**src/hw/rtl/rsvg_pkg.sv**
```systemverilog
// shared types and constants for the rectangle set vertical gap block
`default_nettype none

package rsvg_pkg;

  // width of the two distance result fields
  localparam int OUT_BITS = 29;

  // no-overlap sentinel, 1000000.0 in Q20.8
  localparam int SENTINEL = 256000000;

  // input word kinds
  typedef enum logic {
    MODE_UPPER = 1'b0,
    MODE_LOWER = 1'b1
  } mode_t;

  // control bits traveling with a lower rectangle down the cell chain
  typedef struct packed {
    logic valid;
    logic last;
    logic tall;
    logic found;
  } wave_ctrl_t;

endpackage

`default_nettype wire

```
**src/hw/rtl/rsvg_cell.sv**
```systemverilog
// one cell of the chain: holds one upper rectangle and folds a passing lower one
`default_nettype none

module rsvg_cell #(
  parameter int COORD_BITS = 24,
  parameter int CNT_W      = 6,
  parameter int IDX        = 0
) (
  input  wire                           clk,
  input  wire                           rst,
  // store write port
  input  wire                           wr_req,
  input  wire        [CNT_W-1:0]        count,
  input  wire signed [COORD_BITS-1:0]   wr_left,
  input  wire signed [COORD_BITS-1:0]   wr_right,
  input  wire signed [COORD_BITS-1:0]   wr_bottom,
  // wave from the previous cell
  input  wire rsvg_pkg::wave_ctrl_t     ctrl_in,
  input  wire signed [COORD_BITS-1:0]   left_in,
  input  wire signed [COORD_BITS-1:0]   right_in,
  input  wire signed [COORD_BITS-1:0]   top_in,
  input  wire signed [COORD_BITS:0]     max_in,
  // wave to the next cell
  output rsvg_pkg::wave_ctrl_t          ctrl_out,
  output logic signed [COORD_BITS-1:0]  left_out,
  output logic signed [COORD_BITS-1:0]  right_out,
  output logic signed [COORD_BITS-1:0]  top_out,
  output logic signed [COORD_BITS:0]    max_out
);

  logic signed [COORD_BITS-1:0] ent_left;
  logic signed [COORD_BITS-1:0] ent_right;
  logic signed [COORD_BITS-1:0] ent_bottom;
  logic                         active;
  logic                         hit;
  logic                         take;
  logic signed [COORD_BITS:0]   gap;
  logic signed [COORD_BITS:0]   max_next;
  rsvg_pkg::wave_ctrl_t         ctrl_next;

  // entry is live while it lies below the fill count
  assign active = (count > CNT_W'(IDX));

  // entry write at the fill position
  always_ff @(posedge clk) begin
    if (wr_req && (count == CNT_W'(IDX))) begin
      ent_left   <= wr_left;
      ent_right  <= wr_right;
      ent_bottom <= wr_bottom;
    end
  end

  // strict horizontal overlap and gap fold
  always_comb begin
    hit = ctrl_in.valid && ctrl_in.tall && active &&
          (ent_left < right_in) && (left_in < ent_right);
    gap = (COORD_BITS+1)'(ent_bottom) - (COORD_BITS+1)'(top_in);
    take = hit && (!ctrl_in.found || (gap > max_in));
    max_next = take ? gap : max_in;
    ctrl_next = ctrl_in;
    ctrl_next.found = ctrl_in.found | hit;
  end

  // wave control stage
  always_ff @(posedge clk) begin
    if (rst) begin
      ctrl_out <= '0;
    end else begin
      ctrl_out <= ctrl_next;
    end
  end

  // wave data stage
  always_ff @(posedge clk) begin
    left_out  <= left_in;
    right_out <= right_in;
    top_out   <= top_in;
    max_out   <= max_next;
  end

endmodule

`default_nettype wire

```
**config.mk**
```make
export PLATFORM = sky130hd
export DESIGN_NAME = rsvg_cell
export DESIGN_NICKNAME = d
export VERILOG_FILES = /design/src/hw/rtl/rsvg_pkg.sv /design/src/hw/rtl/rsvg_cell.sv
export SDC_FILE = /design/constraint.sdc
export NUM_CORES = 1
export LEC_CHECK = 0
export BUFFER_PORTS_ARGS = -buffer_cell sky130_fd_sc_hd__buf_2
export CORE_MARGIN = 2
export CORE_UTILIZATION = 55
export CTS_BUF_LIST = sky130_fd_sc_hd__clkbuf_8
export CTS_CLUSTER_DIAMETER = 60
export DETAILED_ROUTE_END_ITERATION = 10
export HOLD_SLACK_MARGIN = 0.03
export PLACE_DENSITY = 0.87
export SLEW_MARGIN = 20
export SYNTH_ARGS = -nofsm -noshare
export SYNTH_HDL_FRONTEND = slang
export SYNTH_SLANG_ARGS = --single-unit
```
**constraint.sdc**
```tcl
create_clock -name clk -period 7.6 [get_ports clk]
set_clock_uncertainty 0.2 [all_clocks]
set_input_delay 1.52 -clock clk [delete_from_list [all_inputs] [get_ports clk]]
set_output_delay 1.52 -clock clk [all_outputs]
set_load 0.02 [all_outputs]
```
# Yosys cells after proc, flatten, opt, wreduce, memory -nomap -nowiden
# Cells that the tools add are included.
[totals] reg_bits=173 input_bits=182 output_inout_bits=101 wordCells=27
[classes] addsub=1 n_lt_le_gt_ge=4 muxes=1 n_bitwise=1 n_reduce_logical=9
[ops] cell="24-bit < comparator" count=2
[ops] cell="25-bit > comparator" count=1
[ops] cell="25-bit 2-to-1 mux" count=1
[ops] cell="24-bit by 24-bit subtractor with 25-bit output" count=1
[ops] cell="6-bit by 1-bit > comparator with 1-bit output, second input constant" count=1
[ops] cell="1-bit logical AND" count=6
[ops] cell="6-bit zero test" count=1
[ops] cell="1-bit zero test" count=1
[ops] cell="1-bit logical OR" count=1
[ops] cell="1-bit OR" count=1

# Depth between registers and ports, before layout
[logic_depth] ltp_word=6 mapped_depth=21 depth_no_buf=20

# Worst setup path after synthesis
# No wires, ideal clock.
[synth_path] kind="in2reg" startpoint="input top_in[0]" endpoint="register max_out[10]" setup_time_ps=121 arrival_time_ps=5179 required_time_ps=7279 setup_slack_ps=2100 path_stages=20 path_buffers=1 path_cell_list="ha_1 inv_1 fa_1 a21o_1 a21oi_1 nor2b_1 o41ai_2 o211ai_1 a21oi_1 xnor2_1 ha_1 and4_1 nand3_1 nor3_1 o21ai_0 nand2_1 o21ai_0 a21oi_4 buf_12 mux2_4"
[synth_via] elab_chain_len=5
[synth_rtl] element="start, declared" line="rsvg_cell.sv:21" rtl="input wire signed [COORD_BITS-1:0] top_in,"
[synth_rtl] element="24-bit by 24-bit subtractor with 25-bit output *" line="rsvg_cell.sv:57" rtl="gap = (COORD_BITS+1)'(ent_bottom) - (COORD_BITS+1)'(top_in);"
[synth_rtl] element="25-bit > comparator" line="rsvg_cell.sv:58" rtl="take = hit && (!ctrl_in.found || (gap > max_in));"
[synth_rtl] element="1-bit logical OR" line="rsvg_cell.sv:58"
[synth_rtl] element="1-bit logical AND" line="rsvg_cell.sv:58"
[synth_rtl] element="25-bit 2-to-1 mux *" line="rsvg_cell.sv:59" rtl="max_next = take ? gap : max_in;"
[synth_rtl] element="named net max_next[10]" line="rsvg_cell.sv:38" rtl="logic signed [COORD_BITS:0] max_next;"
[synth_rtl] element="end signal, assigned" line="rsvg_cell.sv:78" rtl="max_out <= max_next;"
[synth_rtl] element="end, declared" line="rsvg_cell.sv:28" rtl="output logic signed [COORD_BITS:0] max_out"
# Mark *: on every way through the listed nets, which the timed path passes. The rest lies on a longest branch.
# A chain may end at the register's enable or synchronous reset.

# Worst setup path in the final report
[layout_path] startpoint="input top_in[0]" endpoint="register max_out[4]"
# Same word-level chain as after synthesis.

==> impl_metrics.sql <==
INSERT INTO impl_metrics (metric_group, metric, value, unit) VALUES
('die', 'std_cell_rows', '43', ''),
('yosys', 'complex_gate_fraction_of_the_synthesized_area', '0.112', ''),
('timing', 'rsz_0062_raised_after_global_routing', 'no', ''),
('run_status', 'status', 'finished clean', ''),
('yosys', 'post_synth_arst_share', '0', ''),
('yosys', 'dominant_combinational_cell_family_by_area_after_synthesis', 'adder cells', ''),
('power_and_ir_drop', 'comb_power_share', '0.159', ''),
('timing', 'layout_min_cycle_time', '6.13', 'ns'),
('power_and_ir_drop', 'p_clk_frac', '0.324', ''),
('global_route', 'grt_pass1_vias', '6097', ''),
('yosys', 'synthFlopType', 'dfxtp_1', ''),
('die', 'height_of_the_chip', '123', 'µm'),
('placement', 'io_buffers', '282', ''),
('yosys', 'post_synth_fa_ha_maj_area_fraction', '0.154', ''),
('yosys', 'syn-cell-area', '7830', 'µm²'),
('power_and_ir_drop', 'max-vdd-ir-drop', '0.000193', 'V'),
('placement', 'dp.final_hpwl', '15300', 'µm'),
('final_layout', 'final_layout_size_suffix_gt1_frac', '0.358', ''),
('placement', 'post-place-cells', '1122', ''),
('clock_tree', 'cts-hold-fix-buffers', '0', ''),
('timing', 'drv_slew', '0', ''),
('clock_tree', 'worst_setup_hold_path_clk_slew', '0.09', 'ns'),
('die', 'coreArea', '13900', 'µm²'),
('global_route', 'grt_first_pass_wirelength', '28800', 'µm'),
('clock_tree', 'ctsHtreeMaxLevel', '4', ''),
('power_and_ir_drop', 'power.switching', '0.000546', 'W'),
('global_route', 'grt_start_max_net_pins', '73', ''),
('timing', 'timing.setup.tns', '0', 'ns'),
('yosys', 'synth.lib_cells_used.distinct', '57', ''),
('timing', 'report.final.setup_viol', '0', ''),
('final_layout', 'multiInputGateArea', '3200', 'µm²'),
('yosys', 'most_area_consuming_cells_after_synthesis', 'edfxtp_1 28%, dfxtp_1 26%, ha_1 15%', ''),
('yosys', 'yosys-mux-area-fraction', '0.0462', ''),
('timing', 'timing.final.hold_violations', '0', ''),
('detailed_routing', 'wl_per_cell', '16.8', 'µm'),
('power_and_ir_drop', 'p_int', '0.00140', 'W'),
('final_layout', 'final-instance-count-excl-fill', '1157', ''),
('die', 'die_outline_area', '15200', 'µm²'),
('global_route', 'grt_use_total', '0.254', ''),
('yosys', 'yosysWarnings', '0', ''),
('clock_tree', 'cts_tree', 'done', ''),
('clock_tree', 'tritoncts_num_sinks', '173', ''),
('yosys', 'basic_gate_share_of_the_synthesized_area_counting_and_or_nand_and_nor_cells', '0.0720', ''),
('placement', 'gp_congestion', '0.898', ''),
('setup_path', 'critPathRequiredTime', '7.75', 'ns'),
('final_layout', 'area.sequential', '4180', 'µm²'),
('job', 'cap_violations', '0', ''),
('yosys', 'yosys.area_share.xor_xnor', '0.0235', ''),
('setup_path', 'timing.setup.critical_path_class', 'in2reg', ''),
('detailed_routing', 'route.detailed.vias_per_inst', '5.17', ''),
('detailed_routing', 'drt-initial-drc-count', '356', ''),
('clock_tree', 'cts_post_setup_buffers_inserted', '0', ''),
('yosys', 'synth_edf_count', '72', ''),
('worst_hold_path', 'hold_class', 'reg2reg', ''),
('clock_tree', 'cts.path.max_buffers', '2', ''),
('clock_tree', 'numCtsBuffers', '17', ''),
('detailed_routing', 'via_count', '5976', ''),
('timing', 'max_freq', '0.163', 'GHz'),
('timing', 'slew-limit-headroom', '0.321', ''),
('die', 'start_util', '0.564', ''),
('yosys', 'synth_nets', '943', ''),
('timing', 'post-route-period-util', '0.807', ''),
('timing', 'worstMarginPinSlew', '1.02', 'ns'),
('yosys', 'synth_top_area_share', '0.276', ''),
('clock_tree', 'clock-root-buffer', 'clkbuf_8', ''),
('setup_path', 'crit_fanout', '14', ''),
('clock_tree', 'clk_latency', '0.47', 'ns'),
('global_route', 'globalRouteOverflowTotal', '0', ''),
('power_and_ir_drop', 'swShare', '0.280', ''),
('final_layout', 'finish.net_count', '1239', ''),
('power_and_ir_drop', 'p_leak', '4.91', 'nW');
[cells in the mapped netlist, types with 2 or more instances]
cell,number
inv_1,104
dfxtp_1,101
ha_1,95
edfxtp_1,72
a21oi_1,44
nand2_1,26
nor2_1,22
o21ai_0,22
a21o_1,21
mux2_4,19
xnor2_1,14
nor2b_1,11
nor3_1,11
nand3_1,8
nand4_1,7
xor2_1,7
a211oi_1,5
and3_1,5
mux2_2,5
nand2b_1,5
o211ai_1,5
and4_1,4
o21bai_1,4
a211o_1,3
clkbuf_1,3
o21a_1,3
a2111oi_0,2
a31oi_1,2
buf_12,2
mux2i_1,2
nor4_1,2
o2111a_1,2
o22ai_1,2
or2_2,2
[cell type report]
class	count	area share
multi-input combinational	382	0.326
clock inverter	15	0.0159
tap	180	0.0229
inverter	104	0.0398
timing repair buffer	283	0.145
sequential	173	0.426
clock buffer	17	0.0238
antenna	3	0.000765
[cells by family (layout without fill, tap and decap cells)]
family                   after synthesis  in the layout
flip-flops                           173            173
AO/OA/AOI/OAI                        131            131
buffers and inverters                110            419
AND/OR/NAND/NOR                      108            108
adder cells (fa/ha/maj)               96             96
multiplexers                          26             26
XOR/XNOR                              21             21
other                                  0              3
[cells in the final DEF (no fill, tap or decap), types with 4 or more instances in the layout]
master and count:
o211ai_1 5, edfxtp_1 72, inv_6 5, nand4_1 7
nor2b_1 11, nor2_1 22, ha_1 95, clkbuf_8 17
nand3_1 8, xor2_1 7, and4_1 4, mux2_4 19
nand2_1 26, buf_2 282, nor3_1 11, o21bai_1 4
dfxtp_1 101, xnor2_1 14, mux2_2 5, a21oi_1 44
nand2b_1 5, a211oi_1 5, o21ai_0 22, and3_1 4
inv_1 105, a21o_1 21
[registers in the layout, indices dropped and copies added (netlist names)]
name,flops
left_out,24
ctrl_out,4
right_out,24
ent_bottom,24
ent_left,24
top_out,24
max_out,25
ent_right,24
[worst max-delay path, cell delays in order]
cell	delay, ns
buf_2	0.09
ha_1	0.16
inv_1	0.06
fa_1	0.41
a21o_1	0.19
a21oi_1	0.22
nor2b_1	0.10
o41ai_2	0.55
o211ai_1	0.28
a21oi_1	0.21
xnor2_1	0.10
ha_1	0.30
and4_1	0.17
nand3_1	0.10
nor3_1	0.24
o21ai_0	0.12
nand2_1	0.07
o21ai_0	0.15
a21oi_4	0.47
buf_4	0.37
mux2_2	0.39
[layer usage]
layer	up-vias	GRT usage	wire, µm
met2	263	0.481	10300
li1	2946	-	-
met3	33	0.0807	1550
met1	2734	0.265	7160
met5	-	0	0
met4	0	0.0817	389
[through the flow]
step | hold WS, ns | utilization | worst slack [ns] | power [W] | instance area [µm²]
after floorplan | 0.427 | - | 2.10 | 0.00121 | 7830
after global placement | 0.486 | 0.678 | 1.19 | 0.00132 | 9420
after detailed placement | 0.521 | 0.678 | 1.01 | 0.00134 | 9420
after CTS | 0.534 | 0.707 | 1.48 | 0.00196 | 9810
after global routing | 0.604 | 0.707 | 1.13 | 0.00203 | 9810
final | 0.530 | 0.707 | 1.47 | 0.00195 | 9820
[power groups by stage]
stage,sequential [W],clock [W],combinational [W]
6_report,0.00101,0.000632,0.000310
5_1_grt,0.00101,0.000680,0.000340
4_1_cts,0.00101,0.000641,0.000310
3_5_place_dp,0.00103,0,0.000306
3_3_place_gp,0.00103,0,0.000296
2_1_floorplan,0.00107,0,0.000141
[worst paths after layout]
path                                 from                 end  slack (ns)  depth (start not counted)
hold / removal    ent_bottom[0]$_DFFE_PP_  max_out[0]$_DFF_P_        0.53                          3
hold reg to reg   ent_bottom[0]$_DFFE_PP_  max_out[0]$_DFF_P_        0.53                          3
setup reg to reg  ent_bottom[0]$_DFFE_PP_  max_out[4]$_DFF_P_        2.17                         21
setup / recovery                top_in[0]  max_out[4]$_DFF_P_        1.47                         21
Power figures use the tool's default switching activity.
